[config.mk]
export PLATFORM = sky130hd
export DESIGN_NAME = elapsed_time_between_timestamps_top_flat
export DESIGN_NICKNAME = d
export VERILOG_FILES = /design/src/hw/rtl/etbt_pkg.sv /design/src/hw/rtl/etbt_if.sv /design/src/hw/rtl/elapsed_time_between_timestamps_top.sv /design/src/hw/rtl/etbt_ucode_rom.sv /design/src/hw/rtl/etbt_seq.sv /design/src/hw/rtl/etbt_datapath.sv /design/src/flat_wrapper.sv
export SDC_FILE = /design/constraint.sdc
export NUM_CORES = 1
export LEC_CHECK = 0
export BUFFER_PORTS_ARGS = -buffer_cell sky130_fd_sc_hd__buf_2
export CELL_PAD_IN_SITES_DETAIL_PLACEMENT = 1
export CELL_PAD_IN_SITES_GLOBAL_PLACEMENT = 1
export CORE_UTILIZATION = 50
export DETAILED_ROUTE_END_ITERATION = 8
export MAX_ROUTING_LAYER = met4
export PLACE_DENSITY_LB_ADDON = 0.25
export SYNTH_ARGS = -nofsm -noshare
export SYNTH_HDL_FRONTEND = slang
export SYNTH_HIERARCHICAL = 1
export SYNTH_SLANG_ARGS = --single-unit
[constraint.sdc]
create_clock -name clk_i -period 10.4 [get_ports clk_i]
set_input_delay 0 -clock clk_i [delete_from_list [all_inputs] [get_ports clk_i]]
set_output_delay 0 -clock clk_i [all_outputs]
set_load 0.01 [all_outputs]
[src/hw/rtl/etbt_pkg.sv]
// ----------------------------------------------------------------------------
// etbt_pkg: shared types and constants of the elapsed time block
// field widths, microcode control word, step addresses and calendar tables
// ----------------------------------------------------------------------------
`default_nettype none

package etbt_pkg;

  // timestamp field widths
  localparam int YEAR_W  = 14;
  localparam int MONTH_W = 4;
  localparam int DAY_W   = 5;
  localparam int HOUR_W  = 5;
  localparam int MIN_W   = 6;
  localparam int SEC_W   = 6;

  // result field widths
  localparam int EDAYS_W = 22;
  localparam int EHOUR_W = 5;
  localparam int EMIN_W  = 6;
  localparam int ESEC_W  = 6;

  // datapath widths
  localparam int DD_W    = 25;  // signed day difference
  localparam int SD_W    = 19;  // signed second-of-day difference
  localparam int REST_W  = 17;  // seconds within one day
  localparam int X_W     = 15;  // shifted year for the century terms
  localparam int Q_W     = 8;   // quotient by 100, 400 or 60
  localparam int DIV_W   = 9;
  localparam int MUL_A_W = 17;
  localparam int MUL_K_W = 14;
  localparam int PROD_W  = MUL_A_W + MUL_K_W;
  localparam int PC_W    = 4;
  localparam int CUM_W   = 9;

  // reciprocals, each rounded down, so an estimate is exact or one low
  localparam logic [MUL_K_W-1:0] RECIP_CENT   = MUL_K_W'(10485);
  localparam int                 SH_100       = 20;
  localparam int                 SH_400       = 22;
  localparam logic [MUL_K_W-1:0] RECIP_HOUR   = MUL_K_W'(1165);
  localparam int                 SH_HOUR      = 22;
  localparam logic [MUL_K_W-1:0] RECIP_MINUTE = MUL_K_W'(1092);
  localparam int                 SH_MINUTE    = 16;

  localparam logic signed [SD_W-1:0] SECS_DAY  = SD_W'(86400);
  localparam logic signed [SD_W-1:0] SECS_HOUR = SD_W'(3600);
  localparam logic signed [DD_W-1:0] DAYS_MAX  = DD_W'(4194303);

  typedef struct packed {
    logic [YEAR_W-1:0]  year;
    logic [MONTH_W-1:0] month;
    logic [DAY_W-1:0]   day;
    logic [HOUR_W-1:0]  hour;
    logic [MIN_W-1:0]   minute;
    logic [SEC_W-1:0]   second;
  } stamp_t;

  typedef struct packed {
    logic [EDAYS_W-1:0] days;
    logic [EHOUR_W-1:0] hours;
    logic [EMIN_W-1:0]  minutes;
    logic [ESEC_W-1:0]  seconds;
    logic               end_before_start;
  } res_t;

  typedef enum logic [3:0] {
    OP_YEAR,
    OP_Q100,
    OP_FIX100,
    OP_Q400,
    OP_FIX400,
    OP_MONTH,
    OP_NORM_LO,
    OP_NORM_HI,
    OP_HQ,
    OP_HFIX,
    OP_MQ,
    OP_MFIX,
    OP_DONE
  } op_e;

  typedef enum logic [1:0] {
    J_NONE,
    J_SIDE0,
    J_SD_NEG,
    J_SD_HIGH
  } jmp_e;

  typedef struct packed {
    op_e             op;
    jmp_e            jmp;
    logic [PC_W-1:0] target;
  } ctrl_t;

  typedef struct packed {
    logic side;
    logic sd_neg;
    logic sd_high;
    logic out_full;
  } status_t;

  // step addresses of the microprogram
  localparam logic [PC_W-1:0] PC_YEAR    = PC_W'(0);
  localparam logic [PC_W-1:0] PC_Q100    = PC_W'(1);
  localparam logic [PC_W-1:0] PC_FIX100  = PC_W'(2);
  localparam logic [PC_W-1:0] PC_Q400    = PC_W'(3);
  localparam logic [PC_W-1:0] PC_FIX400  = PC_W'(4);
  localparam logic [PC_W-1:0] PC_MONTH   = PC_W'(5);
  localparam logic [PC_W-1:0] PC_NORM_LO = PC_W'(6);
  localparam logic [PC_W-1:0] PC_NORM_HI = PC_W'(7);
  localparam logic [PC_W-1:0] PC_HQ      = PC_W'(8);
  localparam logic [PC_W-1:0] PC_HFIX    = PC_W'(9);
  localparam logic [PC_W-1:0] PC_MQ      = PC_W'(10);
  localparam logic [PC_W-1:0] PC_MFIX    = PC_W'(11);
  localparam logic [PC_W-1:0] PC_DONE    = PC_W'(12);

  // days in the months before the given one; month codes outside 1..12 clamp
  function automatic logic [CUM_W-1:0] cum_days(logic [MONTH_W-1:0] m);
    logic [CUM_W-1:0] c;
    unique case (m)
      MONTH_W'(0), MONTH_W'(1): c = CUM_W'(0);
      MONTH_W'(2):  c = CUM_W'(31);
      MONTH_W'(3):  c = CUM_W'(59);
      MONTH_W'(4):  c = CUM_W'(90);
      MONTH_W'(5):  c = CUM_W'(120);
      MONTH_W'(6):  c = CUM_W'(151);
      MONTH_W'(7):  c = CUM_W'(181);
      MONTH_W'(8):  c = CUM_W'(212);
      MONTH_W'(9):  c = CUM_W'(243);
      MONTH_W'(10): c = CUM_W'(273);
      MONTH_W'(11): c = CUM_W'(304);
      default:      c = CUM_W'(334);
    endcase
    return c;
  endfunction

endpackage

`default_nettype wire

[src/hw/rtl/etbt_if.sv]
// ----------------------------------------------------------------------------
// etbt_if: word channels of the elapsed time block
// input channel carries two timestamps, output channel one elapsed time
// ----------------------------------------------------------------------------
`default_nettype none

interface etbt_in_if import etbt_pkg::*; ();
  logic               valid;
  logic               ready;
  logic [YEAR_W-1:0]  start_year;
  logic [MONTH_W-1:0] start_month;
  logic [DAY_W-1:0]   start_day;
  logic [HOUR_W-1:0]  start_hour;
  logic [MIN_W-1:0]   start_minute;
  logic [SEC_W-1:0]   start_second;
  logic [YEAR_W-1:0]  end_year;
  logic [MONTH_W-1:0] end_month;
  logic [DAY_W-1:0]   end_day;
  logic [HOUR_W-1:0]  end_hour;
  logic [MIN_W-1:0]   end_minute;
  logic [SEC_W-1:0]   end_second;

  modport source (
    output valid, start_year, start_month, start_day, start_hour, start_minute,
           start_second, end_year, end_month, end_day, end_hour, end_minute,
           end_second,
    input  ready
  );

  modport sink (
    input  valid, start_year, start_month, start_day, start_hour, start_minute,
           start_second, end_year, end_month, end_day, end_hour, end_minute,
           end_second,
    output ready
  );
endinterface

interface etbt_out_if import etbt_pkg::*; ();
  logic               valid;
  logic               ready;
  logic [EDAYS_W-1:0] elapsed_days;
  logic [EHOUR_W-1:0] elapsed_hours;
  logic [EMIN_W-1:0]  elapsed_minutes;
  logic [ESEC_W-1:0]  elapsed_seconds;
  logic               end_before_start;

  modport source (
    output valid, elapsed_days, elapsed_hours, elapsed_minutes, elapsed_seconds,
           end_before_start,
    input  ready
  );

  modport sink (
    input  valid, elapsed_days, elapsed_hours, elapsed_minutes, elapsed_seconds,
           end_before_start,
    output ready
  );
endinterface

`default_nettype wire

[src/hw/rtl/elapsed_time_between_timestamps_top.sv]
// ----------------------------------------------------------------------------
// elapsed_time_between_timestamps_top: elapsed time between two timestamps
// microcoded day and second difference of two proleptic gregorian timestamps
// ----------------------------------------------------------------------------
// the microprogram runs six steps per timestamp on one shared reciprocal
//   multiplier, two to four day borrow or carry steps, four steps to split the
//   seconds and one to write the word; a new word is taken only once the last
//   step is done, and that step waits while the output register is full
// reset: rst_ni clears the step counter, busy flag and output valid; the block
//   is ready for a word in the first cycle after reset
`default_nettype none

module elapsed_time_between_timestamps_top import etbt_pkg::*; (
  input logic      clk_i,
  input logic      rst_ni,
  etbt_in_if.sink  in_i,
  etbt_out_if.source out_o
);

  stamp_t  start_stamp, end_stamp;
  ctrl_t   ctrl;
  status_t status;
  res_t    res;
  logic    load;
  logic    step;
  logic    in_ready;
  logic    out_valid;

  // gather the two timestamps of the input word
  assign start_stamp = '{year: in_i.start_year, month: in_i.start_month,
                         day: in_i.start_day, hour: in_i.start_hour,
                         minute: in_i.start_minute, second: in_i.start_second};
  assign end_stamp   = '{year: in_i.end_year, month: in_i.end_month,
                         day: in_i.end_day, hour: in_i.end_hour,
                         minute: in_i.end_minute, second: in_i.end_second};

  // sequencer walks the program and owns the input handshake
  etbt_seq u_seq (
    .clk_i       (clk_i),
    .rst_ni      (rst_ni),
    .in_valid_i  (in_i.valid),
    .in_ready_o  (in_ready),
    .load_o      (load),
    .status_i    (status),
    .out_ready_i (out_o.ready),
    .ctrl_o      (ctrl),
    .step_o      (step)
  );

  // datapath does the arithmetic and holds the output register
  etbt_datapath u_dp (
    .clk_i       (clk_i),
    .rst_ni      (rst_ni),
    .load_i      (load),
    .start_i     (start_stamp),
    .end_i       (end_stamp),
    .step_i      (step),
    .ctrl_i      (ctrl),
    .out_ready_i (out_o.ready),
    .status_o    (status),
    .out_valid_o (out_valid),
    .res_o       (res)
  );

  assign in_i.ready             = in_ready;
  assign out_o.valid            = out_valid;
  assign out_o.elapsed_days     = res.days;
  assign out_o.elapsed_hours    = res.hours;
  assign out_o.elapsed_minutes  = res.minutes;
  assign out_o.elapsed_seconds  = res.seconds;
  assign out_o.end_before_start = res.end_before_start;

endmodule

`default_nettype wire

[src/hw/rtl/etbt_ucode_rom.sv]
// ----------------------------------------------------------------------------
// etbt_ucode_rom: microprogram store
// one control word per step: datapath operation, jump condition, jump target
// ----------------------------------------------------------------------------
`default_nettype none

module etbt_ucode_rom import etbt_pkg::*; (
  input  logic [PC_W-1:0] pc_i,
  output ctrl_t           ctrl_o
);

  always_comb begin
    unique case (pc_i)
      // one pass per timestamp, start first
      PC_YEAR:    ctrl_o = '{op: OP_YEAR,    jmp: J_NONE,    target: PC_YEAR};
      PC_Q100:    ctrl_o = '{op: OP_Q100,    jmp: J_NONE,    target: PC_YEAR};
      PC_FIX100:  ctrl_o = '{op: OP_FIX100,  jmp: J_NONE,    target: PC_YEAR};
      PC_Q400:    ctrl_o = '{op: OP_Q400,    jmp: J_NONE,    target: PC_YEAR};
      PC_FIX400:  ctrl_o = '{op: OP_FIX400,  jmp: J_NONE,    target: PC_YEAR};
      PC_MONTH:   ctrl_o = '{op: OP_MONTH,   jmp: J_SIDE0,   target: PC_YEAR};
      // borrow and carry between days and seconds
      PC_NORM_LO: ctrl_o = '{op: OP_NORM_LO, jmp: J_SD_NEG,  target: PC_NORM_LO};
      PC_NORM_HI: ctrl_o = '{op: OP_NORM_HI, jmp: J_SD_HIGH, target: PC_NORM_HI};
      // split seconds of day
      PC_HQ:      ctrl_o = '{op: OP_HQ,      jmp: J_NONE,    target: PC_YEAR};
      PC_HFIX:    ctrl_o = '{op: OP_HFIX,    jmp: J_NONE,    target: PC_YEAR};
      PC_MQ:      ctrl_o = '{op: OP_MQ,      jmp: J_NONE,    target: PC_YEAR};
      PC_MFIX:    ctrl_o = '{op: OP_MFIX,    jmp: J_NONE,    target: PC_YEAR};
      default:    ctrl_o = '{op: OP_DONE,    jmp: J_NONE,    target: PC_YEAR};
    endcase
  end

endmodule

`default_nettype wire

[src/hw/rtl/etbt_seq.sv]
// ----------------------------------------------------------------------------
// etbt_seq: microprogram sequencer
// step counter, conditional jumps and input handshake
// ----------------------------------------------------------------------------
`default_nettype none

module etbt_seq import etbt_pkg::*; (
  input  logic    clk_i,
  input  logic    rst_ni,
  input  logic    in_valid_i,
  output logic    in_ready_o,
  output logic    load_o,
  input  status_t status_i,
  input  logic    out_ready_i,
  output ctrl_t   ctrl_o,
  output logic    step_o
);

  logic            busy_q, busy_d;
  logic [PC_W-1:0] pc_q, pc_d;
  logic            taken;
  logic            stall;
  ctrl_t           ctrl;

  etbt_ucode_rom u_rom (
    .pc_i   (pc_q),
    .ctrl_o (ctrl)
  );

  always_comb begin
    unique case (ctrl.jmp)
      J_NONE:    taken = 1'b0;
      J_SIDE0:   taken = !status_i.side;
      J_SD_NEG:  taken = status_i.sd_neg;
      J_SD_HIGH: taken = status_i.sd_high;
    endcase
  end

  // last step waits while the output register still holds a word that is not taken
  assign stall      = (ctrl.op == OP_DONE) && status_i.out_full && !out_ready_i;
  assign step_o     = busy_q && !stall;
  assign in_ready_o = !busy_q;
  assign load_o     = in_valid_i && !busy_q;
  assign ctrl_o     = ctrl;

  always_comb begin
    busy_d = busy_q;
    pc_d   = pc_q;
    if (load_o) begin
      busy_d = 1'b1;
      pc_d   = PC_YEAR;
    end else if (step_o) begin
      pc_d = taken ? ctrl.target : pc_q + PC_W'(1);
      if (ctrl.op == OP_DONE) begin
        busy_d = 1'b0;
      end
    end
  end

  always_ff @(posedge clk_i or negedge rst_ni) begin
    if (!rst_ni) begin
      busy_q <= 1'b0;
      pc_q   <= PC_YEAR;
    end else begin
      busy_q <= busy_d;
      pc_q   <= pc_d;
    end
  end

  a_load_starts: assert property (@(posedge clk_i) disable iff (!rst_ni)
    load_o |=> busy_q && (pc_q == PC_YEAR))
    else $error("sequencer did not start at the first step");

  a_done_ends: assert property (@(posedge clk_i) disable iff (!rst_ni)
    step_o && (ctrl.op == OP_DONE) |=> !busy_q)
    else $error("sequencer still busy after the last step");

  a_pc_range: assert property (@(posedge clk_i) disable iff (!rst_ni)
    busy_q |-> pc_q <= PC_DONE)
    else $error("step counter ran past the program");

endmodule

`default_nettype wire

[src/hw/rtl/etbt_datapath.sv]
// ----------------------------------------------------------------------------
// etbt_datapath: working registers and arithmetic of the elapsed time block
// one shared reciprocal multiplier, accumulators and the output register
// ----------------------------------------------------------------------------
`default_nettype none

module etbt_datapath import etbt_pkg::*; (
  input  logic    clk_i,
  input  logic    rst_ni,
  input  logic    load_i,
  input  stamp_t  start_i,
  input  stamp_t  end_i,
  input  logic    step_i,
  input  ctrl_t   ctrl_i,
  input  logic    out_ready_i,
  output status_t status_o,
  output logic    out_valid_o,
  output res_t    res_o
);

  stamp_t                   start_q, end_q, cur;
  logic                     side_q, side_d;
  logic                     out_valid_q, out_valid_d;
  logic signed [DD_W-1:0]   dd_q, dd_d;
  logic signed [SD_W-1:0]   sd_q, sd_d;
  logic [X_W-1:0]           x_q, x_d;
  logic [Q_W-1:0]           q_q, q_d;
  logic [EHOUR_W-1:0]       hq_q, hq_d;
  logic                     div100_q, div100_d, div400_q, div400_d;
  res_t                     res_q, res_d;

  logic [MUL_A_W-1:0]       mul_a;
  logic [MUL_K_W-1:0]       mul_k;
  logic [PROD_W-1:0]        prod;
  logic [REST_W-1:0]        rest;
  logic [REST_W-1:0]        sec_term;
  logic [DD_W-1:0]          yr_term, mon_term;
  logic                     leap;
  logic [DIV_W-1:0]         cdiv;
  logic [X_W-1:0]           cr0, cr_fix;
  logic                     c_hi;
  logic [Q_W-1:0]           cq_fix;
  logic [REST_W-1:0]        hr0, mr0;
  logic                     h_hi, m_hi;

  function automatic logic signed [DD_W-1:0] dd_acc(logic signed [DD_W-1:0] a,
                                                   logic [DD_W-1:0] t, logic neg);
    return neg ? a - $signed(t) : a + $signed(t);
  endfunction

  assign cur  = side_q ? end_q : start_q;
  assign rest = sd_q[REST_W-1:0];

  // terms of one timestamp
  assign yr_term  = DD_W'(cur.year) * DD_W'(365);
  assign sec_term = REST_W'(cur.hour) * REST_W'(3600) + REST_W'(cur.minute) * REST_W'(60)
                  + REST_W'(cur.second);
  assign leap     = (cur.year[1:0] == 2'b00) && (!div100_q || div400_q);
  assign mon_term = DD_W'((X_W'(cur.year) + X_W'(3)) >> 2) + DD_W'(cum_days(cur.month))
                  + DD_W'(leap && (cur.month > MONTH_W'(2))) + DD_W'(cur.day);

  // shared reciprocal multiplier
  always_comb begin
    if ((ctrl_i.op == OP_Q100) || (ctrl_i.op == OP_Q400)) begin
      mul_a = MUL_A_W'(x_q);
      mul_k = RECIP_CENT;
    end else if (ctrl_i.op == OP_HQ) begin
      mul_a = MUL_A_W'(rest);
      mul_k = RECIP_HOUR;
    end else begin
      mul_a = MUL_A_W'(rest);
      mul_k = RECIP_MINUTE;
    end
  end
  assign prod = PROD_W'(mul_a) * PROD_W'(mul_k);

  // quotient correction for the century terms
  assign cdiv   = (ctrl_i.op == OP_FIX400) ? DIV_W'(400) : DIV_W'(100);
  assign cr0    = x_q - X_W'(q_q) * X_W'(cdiv);
  assign c_hi   = cr0 >= X_W'(cdiv);
  assign cr_fix = c_hi ? cr0 - X_W'(cdiv) : cr0;
  assign cq_fix = q_q + Q_W'(c_hi);

  // quotient correction for hours and minutes
  assign hr0  = rest - REST_W'(hq_q) * REST_W'(3600);
  assign h_hi = hr0 >= REST_W'(3600);
  assign mr0  = rest - REST_W'(q_q) * REST_W'(60);
  assign m_hi = mr0 >= REST_W'(60);

  always_comb begin
    side_d   = side_q;
    dd_d     = dd_q;
    sd_d     = sd_q;
    x_d      = x_q;
    q_d      = q_q;
    hq_d     = hq_q;
    div100_d = div100_q;
    div400_d = div400_q;
    res_d    = res_q;
    unique case (ctrl_i.op)
      OP_YEAR: begin
        dd_d = dd_acc(dd_q, yr_term, !side_q);
        sd_d = side_q ? sd_q + $signed(SD_W'(sec_term)) : sd_q - $signed(SD_W'(sec_term));
        x_d  = X_W'(cur.year) + X_W'(99);
      end
      OP_Q100: q_d = Q_W'(prod >> SH_100);
      OP_FIX100: begin
        // the hundreds term counts against the day total
        dd_d     = dd_acc(dd_q, DD_W'(cq_fix), side_q);
        div100_d = cr_fix == X_W'(99);
        x_d      = X_W'(cur.year) + X_W'(399);
      end
      OP_Q400: q_d = Q_W'(prod >> SH_400);
      OP_FIX400: begin
        dd_d     = dd_acc(dd_q, DD_W'(cq_fix), !side_q);
        div400_d = cr_fix == X_W'(399);
      end
      OP_MONTH: begin
        dd_d   = dd_acc(dd_q, mon_term, !side_q);
        side_d = !side_q;
      end
      OP_NORM_LO: begin
        if (sd_q[SD_W-1]) begin
          sd_d = sd_q + SECS_DAY;
          dd_d = dd_q - DD_W'(1);
        end
      end
      OP_NORM_HI: begin
        if (!sd_q[SD_W-1] && (sd_q >= SECS_DAY)) begin
          sd_d = sd_q - SECS_DAY;
          dd_d = dd_q + DD_W'(1);
        end
      end
      OP_HQ: hq_d = EHOUR_W'(prod >> SH_HOUR);
      OP_HFIX: begin
        hq_d = hq_q + EHOUR_W'(h_hi);
        sd_d = $signed(SD_W'(h_hi ? hr0 - REST_W'(3600) : hr0));
      end
      OP_MQ: q_d = Q_W'(prod >> SH_MINUTE);
      OP_MFIX: begin
        q_d  = q_q + Q_W'(m_hi);
        sd_d = $signed(SD_W'(m_hi ? mr0 - REST_W'(60) : mr0));
      end
      OP_DONE: begin
        if (dd_q[DD_W-1]) begin
          res_d = '{days: '0, hours: '0, minutes: '0, seconds: '0, end_before_start: 1'b1};
        end else if (dd_q > DAYS_MAX) begin
          res_d = '{days: '1, hours: EHOUR_W'(23), minutes: EMIN_W'(59),
                    seconds: ESEC_W'(59), end_before_start: 1'b0};
        end else begin
          res_d = '{days: dd_q[EDAYS_W-1:0], hours: hq_q, minutes: q_q[EMIN_W-1:0],
                    seconds: sd_q[ESEC_W-1:0], end_before_start: 1'b0};
        end
      end
      default: ;
    endcase
  end

  always_comb begin
    out_valid_d = out_valid_q && !out_ready_i;
    if (step_i && (ctrl_i.op == OP_DONE)) begin
      out_valid_d = 1'b1;
    end
  end

  // control state
  always_ff @(posedge clk_i or negedge rst_ni) begin
    if (!rst_ni) begin
      side_q      <= 1'b0;
      out_valid_q <= 1'b0;
    end else begin
      out_valid_q <= out_valid_d;
      if (load_i) begin
        side_q <= 1'b0;
      end else if (step_i) begin
        side_q <= side_d;
      end
    end
  end

  // payload
  always_ff @(posedge clk_i) begin
    if (load_i) begin
      start_q <= start_i;
      end_q   <= end_i;
      dd_q    <= '0;
      sd_q    <= '0;
    end else if (step_i) begin
      dd_q     <= dd_d;
      sd_q     <= sd_d;
      x_q      <= x_d;
      q_q      <= q_d;
      hq_q     <= hq_d;
      div100_q <= div100_d;
      div400_q <= div400_d;
      res_q    <= res_d;
    end
  end

  assign status_o = '{side: side_q, sd_neg: sd_q[SD_W-1],
                      sd_high: !sd_q[SD_W-1] && (sd_q >= SECS_DAY), out_full: out_valid_q};
  assign out_valid_o = out_valid_q;
  assign res_o       = res_q;

  a_rest_in_day: assert property (@(posedge clk_i) disable iff (!rst_ni)
    step_i && (ctrl_i.op == OP_HQ) |-> !sd_q[SD_W-1] && (sd_q < SECS_DAY))
    else $error("seconds of day not normalized before the split");

  a_rest_in_hour: assert property (@(posedge clk_i) disable iff (!rst_ni)
    step_i && (ctrl_i.op == OP_HFIX) |=> !sd_q[SD_W-1] && (sd_q < SECS_HOUR))
    else $error("hour quotient correction left a remainder of an hour or more");

  a_flag_zero: assert property (@(posedge clk_i) disable iff (!rst_ni)
    out_valid_q && res_q.end_before_start |->
      (res_q.days == '0) && (res_q.hours == '0) && (res_q.minutes == '0)
      && (res_q.seconds == '0))
    else $error("reversed span with nonzero elapsed fields");

endmodule

`default_nettype wire
[src/flat_wrapper.sv]
// flat-port wrapper written by rule: the top's interface ports become plain ports
module elapsed_time_between_timestamps_top_flat import etbt_pkg::*;
  (clk_i, rst_ni, in_i_valid, in_i_start_year, in_i_start_month, in_i_start_day, in_i_start_hour, in_i_start_minute, in_i_start_second, in_i_end_year, in_i_end_month, in_i_end_day, in_i_end_hour, in_i_end_minute, in_i_end_second, in_i_ready, out_o_valid, out_o_elapsed_days, out_o_elapsed_hours, out_o_elapsed_minutes, out_o_elapsed_seconds, out_o_end_before_start, out_o_ready);
  etbt_in_if in_i_i ();
  etbt_out_if out_o_i ();
  input logic clk_i;
  input logic rst_ni;
  input wire logic [$bits(in_i_i.valid)-1:0] in_i_valid;
  input wire logic [$bits(in_i_i.start_year)-1:0] in_i_start_year;
  input wire logic [$bits(in_i_i.start_month)-1:0] in_i_start_month;
  input wire logic [$bits(in_i_i.start_day)-1:0] in_i_start_day;
  input wire logic [$bits(in_i_i.start_hour)-1:0] in_i_start_hour;
  input wire logic [$bits(in_i_i.start_minute)-1:0] in_i_start_minute;
  input wire logic [$bits(in_i_i.start_second)-1:0] in_i_start_second;
  input wire logic [$bits(in_i_i.end_year)-1:0] in_i_end_year;
  input wire logic [$bits(in_i_i.end_month)-1:0] in_i_end_month;
  input wire logic [$bits(in_i_i.end_day)-1:0] in_i_end_day;
  input wire logic [$bits(in_i_i.end_hour)-1:0] in_i_end_hour;
  input wire logic [$bits(in_i_i.end_minute)-1:0] in_i_end_minute;
  input wire logic [$bits(in_i_i.end_second)-1:0] in_i_end_second;
  output wire logic [$bits(in_i_i.ready)-1:0] in_i_ready;
  output wire logic [$bits(out_o_i.valid)-1:0] out_o_valid;
  output wire logic [$bits(out_o_i.elapsed_days)-1:0] out_o_elapsed_days;
  output wire logic [$bits(out_o_i.elapsed_hours)-1:0] out_o_elapsed_hours;
  output wire logic [$bits(out_o_i.elapsed_minutes)-1:0] out_o_elapsed_minutes;
  output wire logic [$bits(out_o_i.elapsed_seconds)-1:0] out_o_elapsed_seconds;
  output wire logic [$bits(out_o_i.end_before_start)-1:0] out_o_end_before_start;
  input wire logic [$bits(out_o_i.ready)-1:0] out_o_ready;
  assign in_i_i.valid = in_i_valid;
  assign in_i_i.start_year = in_i_start_year;
  assign in_i_i.start_month = in_i_start_month;
  assign in_i_i.start_day = in_i_start_day;
  assign in_i_i.start_hour = in_i_start_hour;
  assign in_i_i.start_minute = in_i_start_minute;
  assign in_i_i.start_second = in_i_start_second;
  assign in_i_i.end_year = in_i_end_year;
  assign in_i_i.end_month = in_i_end_month;
  assign in_i_i.end_day = in_i_end_day;
  assign in_i_i.end_hour = in_i_end_hour;
  assign in_i_i.end_minute = in_i_end_minute;
  assign in_i_i.end_second = in_i_end_second;
  assign in_i_ready = in_i_i.ready;
  assign out_o_valid = out_o_i.valid;
  assign out_o_elapsed_days = out_o_i.elapsed_days;
  assign out_o_elapsed_hours = out_o_i.elapsed_hours;
  assign out_o_elapsed_minutes = out_o_i.elapsed_minutes;
  assign out_o_elapsed_seconds = out_o_i.elapsed_seconds;
  assign out_o_end_before_start = out_o_i.end_before_start;
  assign out_o_i.ready = out_o_ready;
  elapsed_time_between_timestamps_top u_core (.clk_i(clk_i), .rst_ni(rst_ni), .in_i(in_i_i), .out_o(out_o_i));
endmodule
# After elaboration in Yosys (flattened, before gate mapping)
# Memories as Yosys holds them, arrays and structs flattened.
# Cells that the tools add are included.
word_totals:
  mem_bits_rw: 0
  elab_cells: 171
  input_bits: 84
  out_inout_bits: 42
  latch_bits: 0
  ff_bits: 201
  memories: 2
  rom_bits: 288
classes:
  reduce_logical: 40
  n_lt_le_gt_ge: 6
  n_mux: 34
  eq_ne: 19
  n_shift: 0
  n_mul: 7
  n_addsub: 30
  bitwise_logic: 1
  n_div: 0
memory_table:
  columns: ["name", "words", "word_bits", "rd", "rd_clocked_by_memory_dff", "wr", "line_no", "text"]
  rows:
  - ["(name not given)", 16, 9, 1, 0, 0, "etbt_pkg.sv:120", "unique case (m)"]
  - ["(name not given)", 16, 9, 1, 0, 0, "etbt_ucode_rom.sv:13", "unique case (pc_i)"]
ops:
  columns: ["op", "n"]
  rows:
  - ["25-bit 2-to-1 mux", 6]
  - ["25-bit one-hot mux with 6 select lines", 1]
  - ["19-bit 2-to-1 mux", 5]
  - ["19-bit one-hot mux with 5 select lines", 1]
  - ["40-bit 2-to-1 mux", 2]
  - ["8-bit one-hot mux with 4 select lines", 1]
  - ["17-bit by 14-bit multiplier with 30-bit output", 1]
  - ["15-bit one-hot mux with 2 select lines", 1]
  - ["5-bit by 8-bit multiplier with 13-bit output, second input constant", 2]
  - ["25-bit by 17-bit adder with 25-bit output", 1]
  - ["25-bit by 2-bit adder with 25-bit output, second input constant", 1]
  - ["25-bit by 24-bit adder with 25-bit output", 1]
  - ["25-bit by 9-bit adder with 25-bit output", 1]
  - ["25-bit by 23-bit > comparator with 1-bit output, second input constant", 1]
  - ["25-bit by 17-bit subtractor with 25-bit output", 1]
  - ["25-bit by 2-bit subtractor with 25-bit output, second input constant", 1]
  - ["25-bit by 24-bit subtractor with 25-bit output", 1]
  - ["25-bit by 9-bit subtractor with 25-bit output", 1]
  - ["14-bit by 9-bit multiplier with 23-bit output, second input constant", 1]
  - ["3-bit AND reduction", 7]
  - ["4-bit == test, second input constant", 5]
  - ["19-bit by 18-bit adder with 19-bit output", 1]
  - ["19-bit by 18-bit adder with 19-bit output, second input constant", 1]
  - ["19-bit by 18-bit greater-or-equal comparator with 1-bit output, second input constant", 1]
  - ["other kinds (57)", 92]

# Depth between registers and ports, before layout
# Gate-level depths: netlist (run 1).
# An unclocked memory read counts as a cell.
logic_depth:
  word_depth: 10
  mapped_depth: 41
  ltp_nobuf: 37

# Cells and area by module
# Netlist (run 1), hierarchy kept.
by_module_without_submodules:
  columns: ["module", "cells_each", "instances", "seq_area_each_um2", "area_each_um2"]
  rows:
  - ["etbt_datapath", 3447, 1, 5435.2, 29946.2]
  - ["etbt_seq", 39, 1, 125.1, 382.9]
  - ["etbt_ucode_rom", 11, 1, 0.0, 86.3]

# Worst setup path before layout (run 1)
# No wires, ideal clock.
synth_path:
  path_type: "reg2reg"
  startpoint: "register u_core.u_seq.pc_q[3]"
  endpoint: "register u_core.u_dp.dd_q[14]"
  period_less_slack_ns: 8.866
  n_path_buf: 5
  required_time_ns: 10.263
  path_stages_with_launch: 39
  setup_ns: 0.137
  setup_slack_ns: 1.534
  arrival_ns: 8.728
  cell_sequence: "dfrtp_1 -> buf_4 -> buf_6 -> or4b_1 -> buf_2 -> clkbuf_1 -> and2_1 -> or2_2 -> ha_1 -> nand2b_1 -> fa_1 -> fa_1 -> inv_1 -> fa_1 -> inv_1 -> ha_1 -> a21o_1 -> a21oi_1 -> [3 not listed] -> o211ai_1 -> or4_1 -> buf_2 -> ha_1 -> ha_1 -> xor2_1 -> ha_1 -> nor2b_1 -> o21ai_0 -> a21oi_1 -> o21ai_0 -> a21oi_1 -> o21a_1 -> o21a_1 -> and4_1 -> xor2_1 -> a221oi_1 -> a211oi_1"
synth_lines:
  columns: ["element", "line_no", "text"]
  rows:
  - ["start, declared", "etbt_seq.sv:20", "logic [PC_W-1:0] pc_q, pc_d;"]
  - ["start signal, assigned", "etbt_seq.sv:66", "pc_q <= pc_d;"]
  - ["end signal, assigned", "etbt_datapath.sv:186", "dd_q <= '0;"]
  - ["end signal, assigned", "etbt_datapath.sv:189", "dd_q <= dd_d;"]
  - ["end, declared", "etbt_datapath.sv:24", "logic signed [DD_W-1:0] dd_q, dd_d;"]

# Worst setup path in the final report (run 1)
layout_path:
  startpoint: "register u_core.u_seq.pc_q[2]"
  endpoint: "register u_core.u_dp.dd_q[22]"
layout_between:
  elab_chain_len: 10
  word_cells_on_any_way: 26
  classes_between: "4 x add/sub; 1 x mul; 1 x order compare; 8 x eq/ne; 4 x mux; 7 x reduce/logical; 1 x memory"
layout_lines:
  columns: ["element", "line_no", "text"]
  rows:
  - ["memory 16 x 9 bit *", null, null]
  - ["4-bit by 3-bit == test with 1-bit output", "etbt_datapath.sv:78, etbt_datapath.sv:100", null]
  - ["9-bit 2-to-1 mux", "etbt_datapath.sv:78", "assign cdiv = (ctrl_i.op == OP_FIX400) ? DIV_W'(400) : DIV_W'(100);"]
  - ["8-bit by 9-bit multiplier with 15-bit output", "etbt_datapath.sv:79", "assign cr0 = x_q - X_W'(q_q) * X_W'(cdiv);"]
  - ["15-bit subtractor", "etbt_datapath.sv:79", null]
  - ["15-bit by 9-bit greater-or-equal comparator with 1-bit output", "etbt_datapath.sv:80", "assign c_hi = cr0 >= X_W'(cdiv);"]
  - ["8-bit by 1-bit adder with 8-bit output", "etbt_datapath.sv:82", "assign cq_fix = q_q + Q_W'(c_hi);"]
  - ["25-bit by 9-bit subtractor with 25-bit output or 25-bit by 9-bit adder with 25-bit output (tied branches)", "etbt_datapath.sv:48", "return neg ? a - $signed(t) : a + $signed(t);"]
  - ["25-bit 2-to-1 mux", "etbt_datapath.sv:48", null]
  - ["25-bit one-hot mux with 6 select lines", "etbt_datapath.sv:100", "unique case (ctrl_i.op)"]
# Every way passes the cells marked *; elsewhere a longest branch is shown, timed or not.
# A chain may end at the register's enable or synchronous reset.

==> results of run 1 <==
==> layer usage <==
metal / part of all wire / global-route usage / wire length, um
met5: 0 / - / 0
met4: 0.036 / 0.118 / 3820
met3: 0.059 / 0.0447 / 6250
met2: 0.48 / 0.581 / 50300
met1: 0.43 / 0.435 / 45000
==> logic make-up (layout without fill, tap and decap cells) <==
| kind of cell | count (synthesis) | in the layout | share of synthesized area |
|---|---|---|---|
| compound gates | 800 | 800 | 0.175 |
| xor+xnor | 257 | 257 | 0.0743 |
| fa+ha+maj | 654 | 654 | 0.324 |
| buf+inv | 549 | 724 | 0.0695 |
| flops | 201 | 201 | 0.183 |
| mux | 67 | 67 | 0.0234 |
| other cells | 3 | 14 | 0.000370 |
| simple gates | 966 | 966 | 0.151 |
==> worst max-delay path, delay by kind of cell (launching register included) <==
family	cells	cell delay (ns)
adders and majority gates	8	2.92
and+or+nand+nor	8	2.34
buffers and inverters	4	0.66
AOI/OAI and AO/OA	13	2.86
DFF	1	0.56
xor gates and xnor gates	2	0.36
==> worst max-delay path by stage <==
stage / depth (start not counted) / end / slack [ns]
after CTS: 36 / u_core/u_dp/dd_q[14] / 0.43
final: 35 / u_core/u_dp/dd_q[22] / 0.54
after global placement: 36 / u_core/u_dp/dd_q[22] / 0.70
after floorplan: 38 / u_core/u_dp/dd_q[14] / 1.53
after detailed placement: 36 / u_core/u_dp/dd_q[22] / 0.44
after global routing: 35 / u_core/u_dp/dd_q[14] / 0.01
==> state kept, by name, summed over array words and instances (netlist names) <==
name and flops:
u_core/u_dp/div100_q 1, u_core/u_dp/start_q 40, u_core/u_seq/pc_q 4, u_core/u_dp/sd_q 19, u_core/u_dp/side_q 1, u_core/u_dp/dd_q 25
u_core/u_dp/res_o 40, u_core/u_dp/out_valid_o 1, u_core/u_dp/div400_q 1, u_core/u_dp/x_q 15, u_core/u_dp/end_q 40, u_core/u_seq/busy_q 1
u_core/u_dp/q_q 8, u_core/u_dp/hq_q 5
==> repair_timing <==
| action | 4_1_cts | 5_1_grt |
|---|---|---|
| hold buffers | 84 | 0 |
| endpoints found under the setup margin | 0 | 13 |
| resized for setup | 0 | 3 |
| hold endpoints to repair | 91 | 0 |
==> layout make-up <==
| class | instances | area, um2 |
|---|---|---|
| clock buffers | 32 | 716 |
| inverters | 423 | 1590 |
| well taps | 782 | 978 |
| diodes | 1 | 2.50 |
| flip-flops and latches | 201 | 5570 |
| clock inverters | 17 | 148 |
| repair buffers | 252 | 1790 |
| multi-input cells | 2757 | 22800 |
| fillers | 7075 | 26600 |
==> cell usage in the layout, fill, tap and decap left out, types with 18 or more instances in the layout <==
master         count
a31oi_1           22
nand3_1           58
dfxtp_1           43
and2_1            30
fa_1             222
dlygate4sd3_1     84
nand4_1           18
buf_4             43
a211oi_1          31
o21a_1            41
inv_1            421
ha_1             431
and3_1            32
nand2b_1          22
nor3_1            77
nand2_1          244
or3_1             18
a221oi_1          26
a21oi_1          211
nor2b_1           34
nor2_1           330
clkbuf_16         28
edfxtp_1         150
a21o_1            54
o21ai_0          157
mux2_2            28
o211ai_1          26
or2_2             19
xor2_1            83
xnor2_1          173
o21bai_1          25
mux2i_1           37
buf_2            125
==> per-stage QoR <==
step	std cells	instance area, um2	worst slack, ns	util
final	4465	33600	0.540	0.558
after detailed placement	4331	31900	0.439	0.530
after global placement	4331	31900	0.701	0.530
after floorplan	3507	30500	1.53	-
after CTS	4464	33600	0.427	0.558
after global routing	4465	33600	0.00963	0.558
==> out/results.txt, run 1 <==
Number of core rows -> 90
RSZ-0062 raised after global routing -> false
EDFF count, synth -> 150
Max FO, Critical Path -> 17
Root buffer cell -> clkbuf_16
P&R area growth vs syn -> 10.6%
Min Tclk post-route -> 9.86 ns
Die width -> 249 um
FMAX -> 0.101 GHz
Sequential cell area fraction in the yosys report -> 0.183
Seq cells post-synth -> 201
Die area -> 0.0618 mm2
R2R depth -> 35
Clock transition at the registers of the reported paths -> 0.08 ns
Max-slew violation count -> 0
Slew Limit Headroom -> 0.182
Post-synth top area cell -> ha_1
Die Span Y -> 249 um
Reg2Reg Setup Slack -> 0.54 ns
Yosys cell types -> 101
Io pins -> 126
Slew of the pin with the lowest slew margin -> 1.23 ns
Status -> finished, final reports clean
Final count of hold timing violations -> 0
TritonCTS Buffers -> 27
Hold path endpoint -> u_core/u_dp/start_q[38]
Ys Warns -> 6
First-pass GRT wire length -> 166,000 um
Synth top area share -> 0.177
Ys async rst share -> 0.0348
CTS Sinks -> 201
Top FF cell, synth -> edfxtp_1
Placer congestion estimate -> 0.943
Top cells by count, synth -> 431 x ha_1, 422 x inv_1, 332 x nor2_1
Crit path capture type -> flop
GR Overflow Total -> 0
Routed Antenna Nets -> 0
Ratio of cells with drive above 1 in the final layout -> 0.0817
Top post-synthesis cells by area -> ha_1 18%, edfxtp_1 15%, fa_1 15%, inv_1 5.2%, xnor2_1 5.0%
Overall global routing resource usage -> 0.348
CTS tree -> built
R2r startpoint -> u_core/u_seq/pc_q[2]
Final #Nets -> 4,399
DRC -> 0
Crit path kind -> reg -> reg
HP Class -> in -> reg
Arrival time at the worst endpoint -> 10.30 ns
CORE AREA -> 0.0602 mm2
Setup_tns -> 0 ns
Vias in the first global route -> 29,600
CP Launch Type -> flop
Synth Instances -> 3,497
Hold_sp -> in_i_start_year[12]
Starting density of the core -> 0.505
CP max stage cell -> or4b_1
Post-Syn Area -> 0.0304 mm2
DRT Pass-1 Iters -> 5
DR vias -> 27,400
Max H-tree Level -> 1
Avg WL per Cell -> 23.6 um
Largest net degree at the start of global routing -> 81
Setup-failing EPs final -> 0
CP startpoint -> u_core/u_seq/pc_q[2]
CP max stage delay -> 0.70 ns
Hpwl dp -> 79,700 um
Part of the cycle the worst path needs -> 0.948
Most frequent cell after synthesis -> ha_1
Critical R2R Capture -> u_core/u_dp/dd_q[22]
Worst-case clock skew -> 0.0209 ns
Post CTS Setup Buffer Count -> 0
Clk Latency, worst-skew pair -> 0.59 ns
Min Hold Slack -> 0.128 ns
Hold Crit Depth -> 2
CP most frequent cell -> ha_1
Worst Path Required -> 10.84 ns
Number of vias per cell -> 6.15
Antenna violations before repair -> 3
Initial DRC count -> 1,956
Syn Area/Cell -> 8.70 um2
Total of max-cap violations -> 0
I/O Buffers -> 125
CTS Buffer Depth -> 3
Routed wire length -> 105,000 um
Power of run 1 is not shown: default switching activity piles up to over one toggle a cycle in this logic, so the estimate is an artifact.
==> inputs of run 2 (changes only) <==
Settings changed: BUFFER_PORTS_ARGS -buffer_cell sky130_fd_sc_hd__buf_2 to -buffer_cell sky130_fd_sc_hd__clkbuf_2.
==> out/results.txt, run 2 (synthesized netlist as in run 1, its figures left out) <==
Status -> finished, final reports clean
DRT Pass-1 Iters -> 6 (+1)
CTS Sinks -> 201 (unchanged)
Final #Nets -> 4,396 (-0.068%)
Starting density of the core -> 0.505 (unchanged)
Antenna violations before repair -> 1 (-2)
P&R area growth vs syn -> 10.6% (about the same)
CP Launch Type -> flop
First-pass GRT wire length -> 167,000 um (+0.49%)
HP Class -> in -> reg
Most frequent cells in the layout -> 431 x ha_1, 421 x inv_1, 330 x nor2_1, 244 x nand2_1, 222 x fa_1
Max FO, Critical Path -> 17 (unchanged)
CP most frequent cell -> ha_1
GR Overflow Total -> 0 (unchanged)
TritonCTS Buffers -> 26 (-3.7%)
CORE AREA -> 0.0602 mm2 (unchanged)
Ratio of cells with drive above 1 in the final layout -> 0.0815 (-0.000205)
Max-slew violation count -> 0 (unchanged)
Placer congestion estimate -> 0.944 (about the same)
Avg WL per Cell -> 23.7 um (+0.33%)
Largest net degree at the start of global routing -> 81 (unchanged)
Die area -> 0.0618 mm2 (unchanged)
Arrival time at the worst endpoint -> 10.23 ns (-0.07 ns)
Die width -> 249 um (unchanged)
Slew of the pin with the lowest slew margin -> 1.26 ns (+0.0362 ns)
CTS Buffer Depth -> 3 (unchanged)
FMAX -> 0.102 GHz (+0.62%)
Worst-case clock skew -> 0.0251 ns (+0.00421 ns)
Crit path capture type -> flop
CTS tree -> built
I/O Buffers -> 125 (unchanged)
DRC -> 0 (unchanged)
Routed Antenna Nets -> 0 (unchanged)
CP max stage cell -> or4_1
RSZ-0062 raised after global routing -> false
Io pins -> 126 (unchanged)
Root buffer cell -> clkbuf_16
Crit path kind -> reg -> reg
Setup-failing EPs final -> 0 (unchanged)
Most common cell after layout, fill and taps aside -> ha_1
Initial DRC count -> 2,112 (+8.0%)
Worst Path Required -> 10.83 ns (about the same)
Number of vias per cell -> 6.14 (about the same)
CP max stage delay -> 0.76 ns (+0.06 ns)
Final count of hold timing violations -> 0 (unchanged)
Part of the cycle the worst path needs -> 0.942 (-0.00587)
Overall global routing resource usage -> 0.349 (+0.000531)
Slew Limit Headroom -> 0.156 (-0.0262)
Clock transition at the registers of the reported paths -> 0.07 ns (about the same)
Number of core rows -> 90 (unchanged)
Max H-tree Level -> 1 (unchanged)
Vias in the first global route -> 29,600 (+0.21%)
Hpwl dp -> 80,400 um (+0.76%)
Total of max-cap violations -> 0 (unchanged)
Min Tclk post-route -> 9.80 ns (-0.0611 ns)
Fill count -> 7,057 (-0.25%)
Setup_tns -> 0 ns (unchanged)
DR vias -> 27,400 (-0.13%)
Routed wire length -> 106,000 um (+0.26%)
Clk Latency, worst-skew pair -> 0.59 ns (about the same)
Die Span Y -> 249 um (unchanged)
-- run 2: routing by layer --
| layer | GRT usage | share of wire | up-vias |
|---|---|---|---|
| li1 | - | - | 12500 |
| met1 | 0.438 | 0.43 | 13700 |
| met2 | 0.597 | 0.49 | 915 |
| met3 | 0.0343 | 0.051 | 218 |
| met4 | 0.0990 | 0.030 | 0 |
| met5 | - | 0 | - |
-- run 2: critical path, delay by kind of cell (launching register included) --
kind	cells	cell delay [ns]
AO/OA/AOI/OAI	14	3.05
adder cells (fa/ha/maj)	8	2.91
AND/OR/NAND/NOR	7	2.36
buffers and inverters	6	0.65
flip-flops	1	0.50
XOR/XNOR	1	0.18
-- run 2: stage by stage --
step	hold WS [ns]	std cells	utilization	worst slack [ns]	cell area (um2)
after floorplan	-0.296	3507	-	1.53	30500
after global placement	-0.147	4326	0.529	0.737	31900
after detailed placement	-0.141	4326	0.529	0.447	31900
after CTS	0.106	4458	0.558	0.416	33600
after global routing	0.123	4462	0.558	0.0527	33600
final	0.126	4462	0.558	0.601	33600
-- run 2: repair_timing --
action | in CTS | in global routing
endpoints found under the hold margin | 91 | 0
setup endpoints to repair | 0 | 13
hold buffers | 84 | 0
setup buffers | 0 | 3
gates resized for setup | 0 | 2
-- run 2: final cells by class --
type,instances,area [um2],area share
Antenna cell,1,2.50,0.0000744
Clock buffer,28,668,0.0199
Clock inverter,20,203,0.00603
Inverter,423,1590,0.0473
Multi-Input combinational cell,2757,22800,0.679
Sequential cell,201,5570,0.165
Tap cell,782,978,0.0291
Timing Repair Buffer,250,1790,0.0531
-- run 2: worst paths after layout --
path                       depth (start not counted)                   end  slack, ns                 start
hold reg to reg                                    2   u_core/u_dp/sd_q[2]       0.60   u_core/u_dp/sd_q[2]
min in group asynchronous                          3  u_core/u_seq/pc_q[0]       0.44                rst_ni
setup / recovery                                  36  u_core/u_dp/dd_q[20]       0.60  u_core/u_seq/pc_q[3]
max in group asynchronous                          3    u_core/u_dp/side_q       9.66                rst_ni
hold / removal                                     2  u_core/u_dp/end_q[5]       0.13    in_i_end_second[5]
setup reg to reg                                  36  u_core/u_dp/dd_q[20]       0.60  u_core/u_seq/pc_q[3]
Power of run 2 is left out for the same reason.
==> inputs of run 3 (changes only) <==
Settings changed: ABC_AREA set to 1, CORE_UTILIZATION 50 to 48.
==> out/results.txt, run 3 <==
Status -> finished, final reports clean
CTS tree -> built
Ys async rst share -> 0.0348 (unchanged)
Crit path kind -> reg -> reg
Hold path endpoint -> u_core/u_dp/end_q[5]
Io pins -> 126 (unchanged)
Met3 usage -> 0.0335 (-0.000789)
Number of vias per cell -> 5.71 (-7.1%)
Final count of hold timing violations -> 0 (unchanged)
Crit path capture type -> flop
Part of the cycle the worst path needs -> 0.925 (-0.0167)
Post-synth top area cell -> ha_1
Yosys cell types -> 72 (-29%)
HP Class -> in -> reg
I/O Buffers -> 125 (unchanged)
Die Span Y -> 263 um (+5.6%)
CTS Sinks -> 201 (unchanged)
CP most frequent cell -> nand2_1
Setup_tns -> 0 ns (unchanged)
Reg2Reg Setup Slack -> 0.77 ns (+0.17 ns)
Ys Warns -> 6 (unchanged)
Post-Syn Area -> 0.0326 mm2 (+7.2%)
Overall global routing resource usage -> 0.356 (+0.00734)
Synth top area share -> 0.165 (-0.0118)
Clk Latency, worst-skew pair -> 0.61 ns (+0.02 ns)
Post CTS Setup Buffer Count -> 0 (unchanged)
CP max stage cell -> dfrtp_1
Routed wire length -> 120,000 um (+14%)
Hold Crit Depth -> 2 (unchanged)
Initial DRC count -> 2,154 (+2.0%)
Worst-case clock skew -> 0.0265 ns (+0.00148 ns)
Synth Instances -> 4,536 (+30%)
CTS Buffer Depth -> 3 (unchanged)
P&R area growth vs syn -> 10.4%
Arrival time at the worst endpoint -> 10.09 ns (-0.14 ns)
R2R depth -> 45 (+25%)
Most common cell after layout, fill and taps aside -> nand2_1
GRT met1 Usage -> 0.442 (+0.00441)
Die area -> 0.0689 mm2 (+12%)
CP Launch Type -> flop
Max-slew violation count -> 0 (unchanged)
Sequential cell area fraction in the yosys report -> 0.171 (-0.0122)
Slew of the pin with the lowest slew margin -> 1.25 ns (-0.0117 ns)
Slew Limit Headroom -> 0.162 (+0.00673)
DRC -> 0 (unchanged)
EDFF count, synth -> 150 (unchanged)
WP buf/inv -> 6 (unchanged)
RSZ-0062 raised after global routing -> false
Final #Nets -> 5,465 (+24%)
Worst Path Required -> 10.87 ns (+0.04 ns)
Top cells by count, synth -> 995 x nand2_1, 836 x inv_1, 431 x ha_1
Top Usage Layer GRT -> met2
Routed Antenna Nets -> 0 (unchanged)
Clock transition at the registers of the reported paths -> 0.08 ns (about the same)
DR vias -> 32,100 (+17%)
Min Tclk post-route -> 9.63 ns (-0.174 ns)
Antenna violations before repair -> 1 (unchanged)
Max FO, Critical Path -> 20 (+3)
Root buffer cell -> clkbuf_16
Hpwl dp -> 89,900 um (+12%)
Hold_sp -> in_i_end_second[5]
First-pass GRT wire length -> 188,000 um (+13%)
Max H-tree Level -> 1 (unchanged)
Seq cells post-synth -> 201 (unchanged)
GR Overflow Total -> 0 (unchanged)
Setup-failing EPs final -> 0 (unchanged)
Starting density of the core -> 0.485 (-0.0196)
Avg WL per Cell -> 21.3 um (-9.9%)
Number of core rows -> 95 (+5.6%)
CP delay by family, top -> adder cells
CORE AREA -> 0.0672 mm2 (+11%)
Ratio of cells with drive above 1 in the final layout -> 0.0695 (-0.0121)
CP max stage delay -> 0.60 ns (-0.16 ns)
Total of max-cap violations -> 0 (unchanged)
TritonCTS Buffers -> 29 (+12%)
Largest net degree at the start of global routing -> 81 (unchanged)
Critical R2R Capture -> u_core/u_dp/dd_q[24]
Die width -> 263 um (+5.6%)
DRT Pass-1 Iters -> 5 (-1)
Placer congestion estimate -> 0.957 (+1.4%)
CP startpoint -> u_core/u_seq/pc_q[2]
R2r startpoint -> u_core/u_seq/pc_q[2]
FMAX -> 0.104 GHz (+1.8%)
Most frequent cell after synthesis -> nand2_1
Syn Area/Cell -> 7.19 um2 (-17%)
Most frequent cells in the layout -> 995 x nand2_1, 836 x inv_1, 431 x ha_1, 349 x nor2_1, 301 x a21oi_1
Top post-synthesis cells by area -> ha_1 17%, edfxtp_1 14%, fa_1 14%, nand2_1 11%, inv_1 9.6%
Vias in the first global route -> 34,000 (+15%)
Top FF cell, synth -> edfxtp_1
Grt met2 use -> 0.605 (+0.00829)
-- run 3: cell count changes in the layout (fill, tap and decap cells not counted), moves of 31 or more --
cell	change
a21o_1	-38
a21oi_1	+89
and3_1	-31
inv_1	+415
mux2i_1	-36
nand2_1	+751
nand3_1	+229
nand4_1	+73
nor2b_1	-34
o21a_1	-32
xnor2_1	-121
xor2_1	+46
-- run 3: kinds of logic (layout without fill, tap and decap cells) --
family,Yosys count,in the layout,share of synthesized area
adders and majority gates,653,653,0.302
and+or+nand+nor,1908,1908,0.255
buffers and inverters,945,1150,0.111
DFF,201,201,0.171
xor gates and xnor gates,182,182,0.0491
muxes,1,1,0.000307
other,3,14,0.000345
AOI/OAI and AO/OA,643,643,0.112
-- run 3: layout make-up --
type                    count  area, um2
inverters                 860       3230
fillers                  8652      31200
repair buffers            236       1670
multi-input cells        3400      23500
clock buffers              40        828
clock inverters            14        135
flip-flops and latches    201       5570
diodes                      1       2.50
well taps                 873       1090
-- run 3: worst max path at each step --
stage | cells past startpoint | slack (ns) | endpoint
6_report | 45 | 0.77 | u_core/u_dp/dd_q[24]
3_5_place_dp | 42 | 0.69 | u_core/u_dp/dd_q[23]
2_1_floorplan | 41 | 2.00 | u_core/u_dp/dd_q[23]
4_1_cts | 42 | 0.64 | u_core/u_dp/dd_q[23]
3_3_place_gp | 40 | 0.99 | u_core/u_dp/dd_q[23]
5_1_grt | 45 | 0.08 | u_core/u_dp/dd_q[19]
-- run 3: metrics by stage --
stage / utilization / worst slack (ns) / hold WS, ns / area (um2) / std cells
after floorplan: - / 2.00 / -0.296 / 32600 / 4546
after detailed placement: 0.509 / 0.694 / -0.131 / 34200 / 5486
after CTS: 0.536 / 0.636 / 0.0908 / 36000 / 5624
after global routing: 0.536 / 0.0774 / 0.110 / 36000 / 5625
after global placement: 0.509 / 0.987 / -0.132 / 34200 / 5486
final: 0.536 / 0.775 / 0.102 / 36000 / 5625
-- run 3: per-layer routing --
metal  up-vias  part of all wire
li1      15100                 -
met1     15700              0.43
met4         0             0.038
met5         -                 0
met3       278             0.055
met2      1034              0.48
-- run 3: repair_timing --
action,4_1_cts,5_1_grt
hold buffers,84,0
setup endpoints to repair,0,3
resized for setup,0,2
endpoints found under the hold margin,93,0
Power of run 3 is left out for the same reason.
